## src/hw/rtl/lru_page_replacement_core_macros.svh

```systemverilog
// Assertion macros for the LRU page replacement core.
// Taken in by the modules that check their own logic; uses clk and rst_n.
`ifndef LRU_PAGE_REPLACEMENT_CORE_MACROS_SVH
`define LRU_PAGE_REPLACEMENT_CORE_MACROS_SVH

// Condition that must hold at every edge out of reset
`define LRUPR_ASSERT_ALWAYS(label, cond) \
    label: assert property (@(posedge clk) disable iff (!rst_n) (cond)) \
        else $error("lrupr: assertion failed");

// Same-cycle implication
`define LRUPR_ASSERT_IMPL(label, ante, cons) \
    label: assert property (@(posedge clk) disable iff (!rst_n) (ante) |-> (cons)) \
        else $error("lrupr: assertion failed");

// Next-cycle implication
`define LRUPR_ASSERT_NEXT(label, ante, cons) \
    label: assert property (@(posedge clk) disable iff (!rst_n) (ante) |=> (cons)) \
        else $error("lrupr: assertion failed");

`endif

```

## src/hw/rtl/lrupr_pkg.sv

```systemverilog
// Shared constants and types for the LRU page replacement core.
// No dependencies; imported by the register block, frame table and top level.
`timescale 1ns / 1ps

package lrupr_pkg;

    // Configuration port geometry
    localparam int APB_ADDR_W = 3;
    localparam int APB_DATA_W = 32;
    localparam int REG_IDX_W  = APB_ADDR_W - 2;

    // Register indexes
    localparam logic [REG_IDX_W-1:0] REG_FRAMES_IN_USE = 1'b0;

    // Frame limit register
    localparam int                      FRAMES_IN_USE_W     = 4;
    localparam logic [FRAMES_IN_USE_W-1:0] FRAMES_IN_USE_RESET = 4'd4;

    // Miss counter
    localparam int               MISS_W   = 32;
    localparam logic [MISS_W-1:0] MISS_MAX = '1;

    // Outcome flags of one lookup
    typedef struct packed {
        logic hit;
        logic evicted_valid;
    } lrupr_flags_t;

endpackage

```

## src/hw/rtl/lrupr_req_if.sv

```systemverilog
// Page reference channel: valid/ready handshake carrying one page number.
// No dependencies.
`timescale 1ns / 1ps

interface lrupr_req_if #(
    parameter int PAGE_BITS = 16
);
    logic                 valid;
    logic                 ready;
    logic [PAGE_BITS-1:0] page_number;

    modport source (output valid, output page_number, input ready);
    modport sink   (input valid, input page_number, output ready);
endinterface

```

## src/hw/rtl/lrupr_rsp_if.sv

```systemverilog
// Lookup result channel: valid/ready handshake carrying hit, eviction and miss count.
// No dependencies.
`timescale 1ns / 1ps

interface lrupr_rsp_if #(
    parameter int PAGE_BITS = 16
);
    logic                 valid;
    logic                 ready;
    logic                 hit;
    logic                 evicted_valid;
    logic [PAGE_BITS-1:0] evicted_page;
    logic [31:0]          miss_total;

    modport source (output valid, output hit, output evicted_valid, output evicted_page,
                    output miss_total, input ready);
    modport sink   (input valid, input hit, input evicted_valid, input evicted_page,
                    input miss_total, output ready);
endinterface

```

## src/hw/rtl/lrupr_cfg_regs.sv

```systemverilog
// APB-style configuration register block holding the frame limit.
// Depends on lrupr_pkg.
`timescale 1ns / 1ps

module lrupr_cfg_regs
    import lrupr_pkg::*;
(
    input  logic                       clk,
    input  logic                       rst_n,
    input  logic                       psel,
    input  logic                       penable,
    input  logic                       pwrite,
    input  logic [APB_ADDR_W-1:0]      paddr,
    input  logic [APB_DATA_W-1:0]      pwdata,
    output logic [APB_DATA_W-1:0]      prdata,
    output logic                       pready,
    output logic [FRAMES_IN_USE_W-1:0] frames_in_use
);

    logic [FRAMES_IN_USE_W-1:0] frames_reg;
    logic [FRAMES_IN_USE_W-1:0] frames_next;
    logic [REG_IDX_W-1:0]       reg_idx;
    logic                       wr_en;

    assign reg_idx = paddr[APB_ADDR_W-1:2];
    assign wr_en   = psel && penable && pwrite;
    assign pready  = 1'b1;

    // Decode writes
    always_comb
    begin
        frames_next = frames_reg;
        if (wr_en)
        begin
            unique case (reg_idx)
                REG_FRAMES_IN_USE: frames_next = pwdata[FRAMES_IN_USE_W-1:0];
                default:           frames_next = frames_reg;
            endcase
        end
    end

    // Decode reads
    always_comb
    begin
        unique case (reg_idx)
            REG_FRAMES_IN_USE: prdata = APB_DATA_W'(frames_reg);
            default:           prdata = '0;
        endcase
    end

    // Hold the limit
    always_ff @(posedge clk or negedge rst_n)
    begin
        if (!rst_n)
        begin
            frames_reg <= FRAMES_IN_USE_RESET;
        end
        else
        begin
            frames_reg <= frames_next;
        end
    end

    assign frames_in_use = frames_reg;

endmodule

```

## src/hw/rtl/lrupr_frame_table.sv

```systemverilog
// Fully associative frame table: combinational parallel tag compare, LRU victim
// pick and rank update, plus the saturating miss counter. Depends on lrupr_pkg.
`timescale 1ns / 1ps
`include "lru_page_replacement_core_macros.svh"

module lrupr_frame_table
    import lrupr_pkg::*;
#(
    parameter int MAX_FRAMES = 8,
    parameter int PAGE_BITS  = 16
)
(
    input  logic                       clk,
    input  logic                       rst_n,
    input  logic                       lookup_en,
    input  logic [PAGE_BITS-1:0]       page,
    input  logic [FRAMES_IN_USE_W-1:0] frames_in_use,
    output lrupr_flags_t               flags,
    output logic [PAGE_BITS-1:0]       evicted_page,
    output logic [MISS_W-1:0]          miss_total
);

    localparam int RANK_W = (MAX_FRAMES > 1) ? $clog2(MAX_FRAMES) : 1;
    localparam logic [MAX_FRAMES-1:0] FRAME_ONE = MAX_FRAMES'(1);

    // Frame state
    logic [PAGE_BITS-1:0]  page_reg [MAX_FRAMES];
    logic [MAX_FRAMES-1:0] valid_reg;
    logic [MAX_FRAMES-1:0] valid_next;
    logic [RANK_W-1:0]     rank_reg  [MAX_FRAMES];
    logic [RANK_W-1:0]     rank_next [MAX_FRAMES];
    logic [MISS_W-1:0]     miss_reg;
    logic [MISS_W-1:0]     miss_next;

    // Lookup terms
    logic [MAX_FRAMES-1:0] active;
    logic [MAX_FRAMES-1:0] match;
    logic [MAX_FRAMES-1:0] empty;
    logic [MAX_FRAMES-1:0] is_max;
    logic [MAX_FRAMES-1:0] hit_oh;
    logic [MAX_FRAMES-1:0] fill_oh;
    logic [MAX_FRAMES-1:0] evict_oh;
    logic [MAX_FRAMES-1:0] target_oh;
    logic                  any_hit;
    logic                  any_empty;
    logic                  raise_all;
    logic [RANK_W-1:0]     bound;
    logic [PAGE_BITS-1:0]  target_page;

    // Compare every frame below the limit; find empties and the oldest active frame
    always_comb
    begin
        for (int i = 0; i < MAX_FRAMES; i++)
        begin
            active[i] = (i == 0) || (32'(i) < 32'(frames_in_use));
            match[i]  = valid_reg[i] && active[i] && (page_reg[i] == page);
            empty[i]  = active[i] && !valid_reg[i];
            is_max[i] = active[i];
            for (int j = 0; j < MAX_FRAMES; j++)
            begin
                if (active[j] && (rank_reg[j] > rank_reg[i]))
                begin
                    is_max[i] = 1'b0;
                end
            end
        end
    end

    // Pick the lowest-indexed candidate of each kind
    assign hit_oh   = match  & (~match  + FRAME_ONE);
    assign fill_oh  = empty  & (~empty  + FRAME_ONE);
    assign evict_oh = is_max & (~is_max + FRAME_ONE);

    assign any_hit   = |match;
    assign any_empty = |empty;
    assign raise_all = !any_hit && any_empty;

    always_comb
    begin
        if (any_hit)
        begin
            target_oh = hit_oh;
        end
        else if (any_empty)
        begin
            target_oh = fill_oh;
        end
        else
        begin
            target_oh = evict_oh;
        end
    end

    // Read the target frame's rank and page
    always_comb
    begin
        bound       = '0;
        target_page = '0;
        for (int i = 0; i < MAX_FRAMES; i++)
        begin
            if (target_oh[i])
            begin
                bound       = bound | rank_reg[i];
                target_page = target_page | page_reg[i];
            end
        end
    end

    // Make the target most recent and age the frames that were newer
    always_comb
    begin
        for (int i = 0; i < MAX_FRAMES; i++)
        begin
            if (target_oh[i])
            begin
                rank_next[i] = '0;
            end
            else if (valid_reg[i] && (raise_all || (rank_reg[i] < bound)))
            begin
                rank_next[i] = rank_reg[i] + RANK_W'(1);
            end
            else
            begin
                rank_next[i] = rank_reg[i];
            end
        end
    end

    assign valid_next = valid_reg | (any_hit ? '0 : target_oh);
    assign miss_next  = (!any_hit && (miss_reg != MISS_MAX)) ? miss_reg + MISS_W'(1)
                                                             : miss_reg;

    // Result of this transaction
    assign flags.hit           = any_hit;
    assign flags.evicted_valid = !any_hit && !any_empty;
    assign evicted_page        = flags.evicted_valid ? target_page : '0;
    assign miss_total          = miss_next;

    // Control state
    always_ff @(posedge clk or negedge rst_n)
    begin
        if (!rst_n)
        begin
            valid_reg <= '0;
            miss_reg  <= '0;
            for (int i = 0; i < MAX_FRAMES; i++)
            begin
                rank_reg[i] <= '0;
            end
        end
        else if (lookup_en)
        begin
            valid_reg <= valid_next;
            miss_reg  <= miss_next;
            for (int i = 0; i < MAX_FRAMES; i++)
            begin
                rank_reg[i] <= rank_next[i];
            end
        end
    end

    // Page tags: written on a miss into the target frame
    always_ff @(posedge clk)
    begin
        for (int i = 0; i < MAX_FRAMES; i++)
        begin
            if (lookup_en && !any_hit && target_oh[i])
            begin
                page_reg[i] <= page;
            end
        end
    end

    `LRUPR_ASSERT_IMPL(a_target_onehot, lookup_en, $onehot(target_oh))
    `LRUPR_ASSERT_NEXT(a_miss_fills_target, lookup_en && !any_hit, |(valid_reg & $past(target_oh)))
    `LRUPR_ASSERT_NEXT(a_idle_holds_state, !lookup_en, $stable(miss_reg) && $stable(valid_reg))
    `LRUPR_ASSERT_NEXT(a_miss_count_rises, lookup_en, miss_reg >= $past(miss_reg))

endmodule

```

## src/hw/rtl/lru_page_replacement_core.sv

```systemverilog
// LRU page replacement core, top level.
// Channels: req carries one page number per transaction (valid/ready); rsp
// returns exactly one result per reference: hit, evicted_valid, evicted_page
// and the saturating miss total including this reference.
// The frame limit (frames_in_use, 1..MAX_FRAMES, 0 acts as 1) is written over
// the APB-style port at byte address 0; write it only while the core is idle.
// Throughput: one reference per cycle while results are taken. Each reference reads
// and updates the whole frame table (compare, victim pick, rank update)
// combinationally between the input register and the result register.
// Path: an accepted reference waits in the input register, moves to the result
// register once that is free or being taken, and is offered on rsp from there.
// Reset: all frames empty, ranks and miss total zero, frame limit 4.
// Stall: while rsp.ready is low the result is held; one more reference can
// wait in the input register, then req.ready drops until rsp is taken.
// Depends on lrupr_pkg, lrupr_req_if, lrupr_rsp_if, lrupr_cfg_regs, lrupr_frame_table.
`timescale 1ns / 1ps

module lru_page_replacement_core
    import lrupr_pkg::*;
#(
    parameter int MAX_FRAMES = 8,
    parameter int PAGE_BITS  = 16
)
(
    input  logic                  clk,
    input  logic                  rst_n,
    input  logic                  psel,
    input  logic                  penable,
    input  logic                  pwrite,
    input  logic [APB_ADDR_W-1:0] paddr,
    input  logic [APB_DATA_W-1:0] pwdata,
    output logic [APB_DATA_W-1:0] prdata,
    output logic                  pready,
    lrupr_req_if.sink             req,
    lrupr_rsp_if.source           rsp
);

    logic [FRAMES_IN_USE_W-1:0] frames_in_use;

    // Input register
    logic                 in_valid_reg;
    logic                 in_valid_next;
    logic [PAGE_BITS-1:0] in_page_reg;

    // Result register
    logic                 out_valid_reg;
    logic                 out_valid_next;
    lrupr_flags_t         out_flags_reg;
    logic [PAGE_BITS-1:0] out_evicted_reg;
    logic [MISS_W-1:0]    out_miss_reg;

    // Frame table result
    lrupr_flags_t         flags;
    logic [PAGE_BITS-1:0] evicted_page;
    logic [MISS_W-1:0]    miss_total;

    logic advance;
    logic lookup_en;
    logic take_in;

    lrupr_cfg_regs u_cfg (
        .clk           (clk),
        .rst_n         (rst_n),
        .psel          (psel),
        .penable       (penable),
        .pwrite        (pwrite),
        .paddr         (paddr),
        .pwdata        (pwdata),
        .prdata        (prdata),
        .pready        (pready),
        .frames_in_use (frames_in_use)
    );

    lrupr_frame_table #(
        .MAX_FRAMES (MAX_FRAMES),
        .PAGE_BITS  (PAGE_BITS)
    ) u_table (
        .clk           (clk),
        .rst_n         (rst_n),
        .lookup_en     (lookup_en),
        .page          (in_page_reg),
        .frames_in_use (frames_in_use),
        .flags         (flags),
        .evicted_page  (evicted_page),
        .miss_total    (miss_total)
    );

    // Advance when the result register is free or being taken
    assign advance   = !out_valid_reg || rsp.ready;
    assign lookup_en = in_valid_reg && advance;
    assign req.ready = !in_valid_reg || advance;
    assign take_in   = req.valid && req.ready;

    assign in_valid_next  = take_in || (in_valid_reg && !advance);
    assign out_valid_next = lookup_en || (out_valid_reg && !rsp.ready);

    // Handshake state
    always_ff @(posedge clk or negedge rst_n)
    begin
        if (!rst_n)
        begin
            in_valid_reg  <= 1'b0;
            out_valid_reg <= 1'b0;
        end
        else
        begin
            in_valid_reg  <= in_valid_next;
            out_valid_reg <= out_valid_next;
        end
    end

    // Payload registers
    always_ff @(posedge clk)
    begin
        if (take_in)
        begin
            in_page_reg <= req.page_number;
        end
        if (lookup_en)
        begin
            out_flags_reg   <= flags;
            out_evicted_reg <= evicted_page;
            out_miss_reg    <= miss_total;
        end
    end

    // Drive the result channel
    assign rsp.valid         = out_valid_reg;
    assign rsp.hit           = out_flags_reg.hit;
    assign rsp.evicted_valid = out_flags_reg.evicted_valid;
    assign rsp.evicted_page  = out_evicted_reg;
    assign rsp.miss_total    = out_miss_reg;

endmodule

```

## src/flat_wrapper.sv

```systemverilog
// flat-port wrapper written by rule: the top's interface ports become plain ports
module lru_page_replacement_core_flat import lrupr_pkg::*;
#(
    parameter int MAX_FRAMES = 8,
    parameter int PAGE_BITS  = 16
)
  (clk, rst_n, psel, penable, pwrite, paddr, pwdata, prdata, pready, req_valid, req_page_number, req_ready, rsp_valid, rsp_hit, rsp_evicted_valid, rsp_evicted_page, rsp_miss_total, rsp_ready);
  lrupr_req_if #(.PAGE_BITS(PAGE_BITS)) req_i ();
  lrupr_rsp_if #(.PAGE_BITS(PAGE_BITS)) rsp_i ();
  input  logic clk;
  input  logic rst_n;
  input  logic psel;
  input  logic penable;
  input  logic pwrite;
  input  logic [APB_ADDR_W-1:0] paddr;
  input  logic [APB_DATA_W-1:0] pwdata;
  output logic [APB_DATA_W-1:0] prdata;
  output logic pready;
  input wire logic [$bits(req_i.valid)-1:0] req_valid;
  input wire logic [$bits(req_i.page_number)-1:0] req_page_number;
  output wire logic [$bits(req_i.ready)-1:0] req_ready;
  output wire logic [$bits(rsp_i.valid)-1:0] rsp_valid;
  output wire logic [$bits(rsp_i.hit)-1:0] rsp_hit;
  output wire logic [$bits(rsp_i.evicted_valid)-1:0] rsp_evicted_valid;
  output wire logic [$bits(rsp_i.evicted_page)-1:0] rsp_evicted_page;
  output wire logic [$bits(rsp_i.miss_total)-1:0] rsp_miss_total;
  input wire logic [$bits(rsp_i.ready)-1:0] rsp_ready;
  assign req_i.valid = req_valid;
  assign req_i.page_number = req_page_number;
  assign req_ready = req_i.ready;
  assign rsp_valid = rsp_i.valid;
  assign rsp_hit = rsp_i.hit;
  assign rsp_evicted_valid = rsp_i.evicted_valid;
  assign rsp_evicted_page = rsp_i.evicted_page;
  assign rsp_miss_total = rsp_i.miss_total;
  assign rsp_i.ready = rsp_ready;
  lru_page_replacement_core #(.MAX_FRAMES(MAX_FRAMES), .PAGE_BITS(PAGE_BITS)) u_core (.clk(clk), .rst_n(rst_n), .psel(psel), .penable(penable), .pwrite(pwrite), .paddr(paddr), .pwdata(pwdata), .prdata(prdata), .pready(pready), .req(req_i), .rsp(rsp_i));
endmodule
```

## config.mk

```make
export PLATFORM = sky130hd
export DESIGN_NAME = lru_page_replacement_core_flat
export DESIGN_NICKNAME = d
export VERILOG_FILES = /design/src/hw/rtl/lrupr_pkg.sv /design/src/hw/rtl/lrupr_req_if.sv /design/src/hw/rtl/lrupr_rsp_if.sv /design/src/hw/rtl/lrupr_cfg_regs.sv /design/src/hw/rtl/lrupr_frame_table.sv /design/src/hw/rtl/lru_page_replacement_core.sv /design/src/flat_wrapper.sv
export VERILOG_INCLUDE_DIRS = /design/src /design/src/hw/rtl
export SDC_FILE = /design/constraint.sdc
export NUM_CORES = 1
export LEC_CHECK = 0
export ABC_AREA = 1
export BUFFER_PORTS_ARGS = -buffer_cell sky130_fd_sc_hd__buf_2
export CAP_MARGIN = 20
export CORE_ASPECT_RATIO = 1.25
export CORE_MARGIN = 4
export CORE_UTILIZATION = 30
export DETAILED_ROUTE_END_ITERATION = 8
export SYNTH_ARGS = -nofsm -noshare
export SYNTH_HDL_FRONTEND = slang
export SYNTH_SLANG_ARGS = --single-unit
```

## constraint.sdc

```tcl
create_clock -name clk -period 8.53 [get_ports clk]
set_input_delay 0.853 -clock clk [delete_from_list [all_inputs] [get_ports clk]]
set_output_delay 0.853 -clock clk [all_outputs]
set_load 0.02 [all_outputs]
```

**After elaboration in Yosys (flattened, before gate mapping)**

Memories as Yosys holds them, arrays and structs flattened.
Cells that the tools add are included.

- Register bits after elaboration: 136
- Memory bits (writable): 128
- Input port bits: 58
- Logic and storage cells: 435
- Memories: 1

- $add $sub $neg: 12
- Magnitude comparators: 79
- Equal/unequal tests: 9
- Multiplexer cells: 138
- Bitwise operators: 22
- Reduce and logical (&&, ||, !) cells: 156

Memory list:

| name | words | width | read ports | clocked after memory_dff | write ports | line | source |
|---|---|---|---|---|---|---|---|
| u_core.u_table.page_reg | 8 | 16 | 8 | 0 | 1 | lrupr_frame_table.sv:27 | `logic [PAGE_BITS-1:0] page_reg [MAX_FRAMES];` |

Operators by type and width:

| kind | count |
|---|---|
| $mux W16 | 15 |
| $gt A3 B3 Y1 | 64 |
| $eq A16 B16 Y1 | 8 |
| $or A16 B16 Y16 | 7 |
| $reduce_or A16 Y1 | 7 |
| $logic_and A1 B1 Y1 | 104 |
| $mux W3 | 31 |
| $mux W1 | 87 |
| $add A32 B1 Y32 const B | 1 |
| $mux W32 | 1 |
| $ne A32 B32 Y1 const B | 1 |
| $add A3 B1 Y3 const B | 8 |
| $add A8 B1 Y8 const B | 3 |
| $and A8 B8 Y8 | 3 |
| $lt A3 B3 Y1 | 8 |
| $mux W8 | 3 |
| $not A8 Y8 | 3 |
| $or A3 B3 Y3 | 7 |
| $reduce_and A2 Y1 | 9 |
| $lt A3 B4 Y1 const A | 4 |
| $reduce_bool A2 Y1 | 8 |
| $reduce_or A8 Y1 | 2 |
| $logic_not A1 Y1 | 14 |
| $logic_or A1 B1 Y1 | 12 |
| 5 further kinds | 6 |

**Depth between registers and ports, before layout**

- Word-level depth: 34
- Gate-level depth with buffers: 30
- Depth with buffers taken out: 29

**Modules after synthesis**

A second synthesis with hierarchy kept.

- Cells, all modules: 2377
- Area total of the unflattened synthesis: 18066.1 um2

Modules (own cells, without submodules):

| module | times used | cells each | area each (um2) | sequential area each (um2) |
|---|---|---|---|---|
| lrupr_frame_table | 1 | 2239 | 15548.7 | 5445.2 |
| lru_page_replacement_core | 1 | 78 | 2077.0 | 2031.9 |
| lrupr_cfg_regs | 1 | 60 | 440.4 | 101.3 |

**Worst setup path after synthesis**

Ideal clock, no wire load.

- Kind: register to register
- Start: register u_core.u_table.rank_reg[17] (netlist bit)
- End: register u_core.u_table.rank_reg[14] (netlist bit)
- Arrival time: 3.762 ns
- Setup slack: 4.649 ns
- Cell stages (with the launch flop): 26
- Buffers on the path: 1
- Period minus slack after synthesis: 3.881 ns
- Cells stage by stage: dfrtp_1 > inv_1 > ha_1 > a21oi_1 > o21ai_0 > nor2_1 > nor2_1 > nand2_1 > nand2_1 > o21ai_0 > nand2_1 > nand2_1 > clkbuf_1 > o22ai_1 > a21oi_1 > o21ai_0 > nor3_1 > ha_1 > a21oi_1 > nand2_1 > nand2_1 > nand2_1 > nand2_2 > nand3_1 > nand2_1 > nor2_1

- Word-level cells in the longest chain between the ends: 33

RTL lines:

| item | line | source |
|---|---|---|
| start, declared | lrupr_frame_table.sv:30 | `logic [RANK_W-1:0] rank_reg [MAX_FRAMES];` |
| start signal, assigned by index | lrupr_frame_table.sv:157 | `rank_reg[i] <= rank_next[i];` |
| $gt A3 B3 Y1 | lrupr_frame_table.sv:61 | `if (active[j] && (rank_reg[j] > rank_reg[i]))` |
| $logic_and A1 B1 Y1 | lrupr_frame_table.sv:61 |  |
| $mux W1 (6 in series) | lrupr_frame_table.sv:61 |  |
| $not A8 Y8 | lrupr_frame_table.sv:72 | `assign evict_oh = is_max & (~is_max + FRAME_ONE);` |
| $add A8 B1 Y8 | lrupr_frame_table.sv:72 |  |
| $and A8 B8 Y8 | lrupr_frame_table.sv:72 |  |
| $mux W8 | lrupr_frame_table.sv:84 | `else if (any_empty)` |
| $mux W8 | lrupr_frame_table.sv:80 | `if (any_hit)` |
| [12 not listed] | n/a |  |
| $mux W3 | lrupr_frame_table.sv:101 | `if (target_oh[i])` |
| $or A3 B3 Y3 | lrupr_frame_table.sv:103 | `bound = bound \| rank_reg[i];` |
| $mux W3 | lrupr_frame_table.sv:101 |  |
| $lt A3 B3 Y1 | lrupr_frame_table.sv:118 | `else if (valid_reg[i] && (raise_all \|\| (rank_reg[i] < bound)))` |
| $logic_or A1 B1 Y1 | lrupr_frame_table.sv:118 |  |
| $logic_and A1 B1 Y1 | lrupr_frame_table.sv:118 |  |
| $reduce_bool A2 Y1 (no source line) | n/a |  |
| $reduce_and A2 Y1 (no source line) | n/a |  |

Parallel ways exist; a longest one is shown, timed or not.
A chain may end at the register's enable or synchronous reset.

**Worst setup path after layout**

- Start: register u_core.in_page_reg[0]
- End: register u_core.u_table.rank_reg[10] (netlist bit)

- Word-level cells in the longest chain between the ends: 26

RTL lines:

| item | line | source |
|---|---|---|
| start, declared | lru_page_replacement_core.sv:43 | `logic [PAGE_BITS-1:0] in_page_reg;` |
| start signal, assigned | lru_page_replacement_core.sv:117 | `in_page_reg <= req.page_number;` |
| $eq A16 B16 Y1 | lrupr_frame_table.sv:56 | `match[i] = valid_reg[i] && active[i] && (page_reg[i] == page);` |
| $logic_and A1 B1 Y1 | lrupr_frame_table.sv:56 |  |
| $not A8 Y8 | lrupr_frame_table.sv:70 | `assign hit_oh = match & (~match + FRAME_ONE);` |
| $add A8 B1 Y8 | lrupr_frame_table.sv:70 |  |
| $and A8 B8 Y8 | lrupr_frame_table.sv:70 |  |
| $mux W8 | lrupr_frame_table.sv:80 |  |
| $mux W3 | lrupr_frame_table.sv:101 |  |
| $or A3 B3 Y3 | lrupr_frame_table.sv:103 |  |
| [10 not listed] | n/a |  |
| $mux W3 | lrupr_frame_table.sv:101 |  |
| $or A3 B3 Y3 | lrupr_frame_table.sv:103 |  |
| $mux W3 | lrupr_frame_table.sv:101 |  |
| $lt A3 B3 Y1 | lrupr_frame_table.sv:118 |  |
| $logic_or A1 B1 Y1 | lrupr_frame_table.sv:118 |  |
| $logic_and A1 B1 Y1 | lrupr_frame_table.sv:118 |  |
| $reduce_bool A2 Y1 (no source line) | n/a |  |
| $reduce_and A2 Y1 (no source line) | n/a |  |

Parallel ways exist; a longest one is shown, timed or not.

==> impl_metrics.prom <==
# TYPE chip_impl_metric gauge
chip_impl_info{name="outcome",value="complete, no violations"} 1
chip_impl_metric{name="setup-violations-final",unit=""} 0
chip_impl_metric{name="final.min_clock_period",unit="ps"} 5700
chip_impl_metric{name="min_period_over_period",unit=""} 0.668
chip_impl_metric{name="vias_per_cell",unit=""} 4.93
chip_impl_info{name="crit_type",value="reg -> reg"} 1
chip_impl_metric{name="die_height",unit="microns"} 280
chip_impl_info{name="most-common-layout-cells",value="nand2_1, nor2_1, inv_1, edfxtp_1, nand3_1"} 1
chip_impl_metric{name="clock_sink_count",unit=""} 264
chip_impl_metric{name="coreArea",unit="sq mm"} 0.0586
chip_impl_metric{name="cts_setup_buffers",unit=""} 0
chip_impl_metric{name="syn_avg_cell_area",unit="sq um"} 7.70
chip_impl_metric{name="diodes",unit=""} 0
chip_impl_metric{name="stdcell_count",unit=""} 3194
chip_impl_metric{name="largest_reg_flops",unit=""} 128
chip_impl_metric{name="worst_setup_hold_path_clk_slew",unit="ps"} 60
chip_impl_metric{name="die_width",unit="microns"} 226
chip_impl_metric{name="place_inst",unit=""} 3132
chip_impl_metric{name="power_leakage",unit="nW"} 9.57
chip_impl_metric{name="report.final.slew_viol_count",unit=""} 0
chip_impl_metric{name="drt-pass1-iter-count",unit=""} 5
chip_impl_metric{name="achievable-frequency",unit="MHz"} 175
chip_impl_metric{name="synth-seq-area-share",unit=""} 0.425
chip_impl_metric{name="ys_seq_elements",unit=""} 264
chip_impl_metric{name="antenna_violations_before_repair",unit=""} 2
chip_impl_metric{name="initialDrtViolationCount",unit=""} 1390
chip_impl_metric{name="global_route_wire_length_before_repair",unit="microns"} 88000
chip_impl_metric{name="nets",unit=""} 2578
chip_impl_metric{name="yosys.cell_types.count",unit=""} 57
chip_impl_metric{name="areaGrowthSynthToFinish",unit="%"} 13.2
chip_impl_metric{name="power_density_over_cell_area",unit="mW/mm^2"} 309
chip_impl_metric{name="worst_ep_required_time",unit="ps"} 9000
chip_impl_metric{name="grt_max_degree",unit=""} 62
chip_impl_info{name="clock_tree_from_tritoncts",value="done"} 1
chip_impl_info{name="cp-start-kind",value="flip-flop"} 1
chip_impl_metric{name="clock-skew-final",unit="ps"} 19.8
chip_impl_metric{name="track_usage",unit=""} 0.180
chip_impl_metric{name="start_util",unit=""} 0.304
chip_impl_metric{name="syn-instance-count",unit=""} 2315
chip_impl_metric{name="max-slew-margin-rel",unit=""} 0.311
chip_impl_metric{name="fillers",unit=""} 6215
chip_impl_metric{name="max-cap-violations",unit=""} 0
chip_impl_info{name="synth_top_cell_by_area",value="edfxtp_1"} 1
chip_impl_metric{name="drcViolationCount",unit=""} 0
chip_impl_metric{name="postRouteWirelength",unit="microns"} 58300
chip_impl_metric{name="dpl.hpwl",unit="microns"} 44400
chip_impl_metric{name="place_area",unit="sq mm"} 0.0190
chip_impl_metric{name="tightest_slew",unit="ps"} 1030
chip_impl_metric{name="fp-row-count",unit=""} 99
chip_impl_metric{name="cts_inserted_buffers",unit=""} 34
chip_impl_metric{name="io-pin-count",unit=""} 143
chip_impl_metric{name="port_buffers",unit=""} 83
chip_impl_metric{name="cts_repair_resize_count",unit=""} 0
chip_impl_metric{name="worstPathMaxFanout",unit=""} 19
chip_impl_metric{name="fin_tns_setup",unit="ps"} 0
chip_impl_metric{name="synth.cell_area",unit="sq mm"} 0.0178
chip_impl_metric{name="number_of_global_route_vias_before_repair",unit=""} 14900
chip_impl_metric{name="die_area",unit="sq mm"} 0.0634
chip_impl_info{name="hold_path_class",value="in -> async"} 1
chip_impl_info{name="layout.cells.most_common",value="nand2_1"} 1
chip_impl_metric{name="detailroute.via_count",unit=""} 15700
chip_impl_metric{name="number_of_h_tree_branching_levels",unit=""} 2
chip_impl_metric{name="critPathArrivalTime",unit="ps"} 6170
chip_impl_metric{name="hold_viol_final",unit=""} 0
chip_impl_metric{name="finalInstanceArea",unit="sq mm"} 0.0202
chip_impl_metric{name="gp_congestion",unit=""} 0.926
chip_impl_info{name="unrepaired_setup_endpoints_after_global_routing",value="no"} 1
chip_impl_metric{name="overflow",unit=""} 0
chip_impl_info{name="cts_root_buffer_type",value="clkbuf_16"} 1
chip_impl_metric{name="worst_skew_pair.late_latency",unit="ps"} 560
chip_impl_metric{name="cts.hold.buffers_added",unit=""} 0
chip_impl_metric{name="detail-route-antenna-nets",unit=""} 0
chip_impl_info{name="synth_top_cells_by_area",value="edfxtp_1, nand2_1, dfrtp_1"} 1
chip_impl_metric{name="cts-root-to-sink-buffers",unit=""} 3
chip_impl_metric{name="max-vdd-ir-drop",unit="uV"} 185
chip_impl_metric{name="synth.top_cell.area_share",unit=""} 0.327
chip_impl_metric{name="route.detailed.wl_per_inst",unit="microns"} 18.3
chip_impl_info{name="critical_path.endpoint_type",value="flip-flop"} 1
chip_impl_metric{name="drive_above_1_share",unit=""} 0.0936
chip_impl_metric{name="ys.warnings.count",unit=""} 0
## synthesized netlist by cell type (all sizes together)
cell type	n
dfrtp	69
nor2	286
a221oi	10
nor3	37
ha	109
o211ai	1
conb	2
xnor2	11
o21ai	81
edfxtp	194
nand2	776
nor2b	1
o22ai	35
a41oi	3
inv	268
xor2	40
a22oi	3
nor4b	1
o221ai	2
a31oi	8
and3	2
a211oi	6
nand3b	17
a21oi	64
mux2	1
dfstp	1
nor4	6
nand4	63
or2	3
and2	3
nand3	137
clkinv	7
a2111oi	2
clkbuf	14
buf	52
## path summary, 6_finish.rpt
check                                                          end                       startpoint  slack [ps]  cells after the start
min in group clk                  u_core.in_page_reg[15]$_DFFE_PP_              req_page_number[15]         470                      1
setup reg to reg           u_core.u_table.rank_reg[10]$_DFFE_PN0P_  u_core.in_page_reg[0]$_DFFE_PP_        2830                     25
hold reg to reg                         u_core.rsp.valid$_DFF_PN0_    u_core.in_valid_reg$_DFF_PN0_         490                      2
setup / recovery           u_core.u_table.rank_reg[10]$_DFFE_PN0P_  u_core.in_page_reg[0]$_DFFE_PP_        2830                     25
max in group asynchronous   u_core.u_table.rank_reg[1]$_DFFE_PN0P_                            rst_n        7310                      2
hold / removal             u_core.u_table.miss_reg[17]$_DFFE_PN0P_                            rst_n         140                      1
## critical path, cell delays in order (launching register included)
cell	delay, ps
edfxtp_1	840
inv_1	420
nand2_1	240
and3_1	170
nand2_1	50
nor2_1	170
nand2_1	90
nor2_1	240
nor2_4	60
nand3_4	150
inv_6	80
nand2_1	80
nand2_2	160
clkinv_1	410
o22ai_1	150
a21oi_1	260
o21ai_0	160
nor3_2	770
ha_1	390
a21oi_1	170
nand2_1	80
nand2_1	70
nand2_1	60
nand2_1	110
nand3_1	80
o21ai_1	130
## stage by stage
| stage | utilization | hold slack [ps] | power (mW) | setup WS [ps] |
|---|---|---|---|---|
| after floorplan | - | 456 | 3.83 | 4650 |
| after global placement | 0.324 | 466 | 4.67 | 2970 |
| after detailed placement | 0.324 | 477 | 4.70 | 2950 |
| after CTS | 0.344 | 125 | 6.25 | 2900 |
| after global routing | 0.344 | 127 | 6.73 | 2490 |
| final | 0.344 | 135 | 6.23 | 2830 |
## layout make-up
cell class,count,area (sq um),share of cell area
repair buffers,99,538,0.0267
inverters,275,1060,0.0524
flip-flops and latches,264,7580,0.376
clock buffers,39,911,0.0452
well taps,757,947,0.0470
multi-input cells,1737,8880,0.440
clock inverters,23,260,0.0129
## power by group
part	switching, mW	internal [mW]
logic	1.84	0.948
clock network	0.620	0.902
registers	0.267	1.65
## metal layers
| layer | track usage | vias up | share of wire |
|---|---|---|---|
| met2 | 0.312 | 562 | 0.48 |
| met3 | 0.0232 | 155 | 0.052 |
| met4 | 0.0856 | 0 | 0.054 |
| met1 | 0.222 | 7235 | 0.41 |
| met5 | 0 | - | 0 |
| li1 | - | 7788 | - |
## cells by family (layout without fill, tap and decap cells)
logic type | after synthesis | in the layout | share of synthesized area
other | 2 | 29 | 0.000422
multiplexers | 1 | 1 | 0.000632
buffers and inverters | 341 | 436 | 0.0827
XOR/XNOR | 51 | 51 | 0.0263
AND/OR/NAND/NOR | 1332 | 1332 | 0.319
AO/OA/AOI/OAI | 215 | 215 | 0.0688
flip-flops | 264 | 264 | 0.425
adder cells (fa/ha/maj) | 109 | 109 | 0.0766
Power figures use the tool's default switching activity.
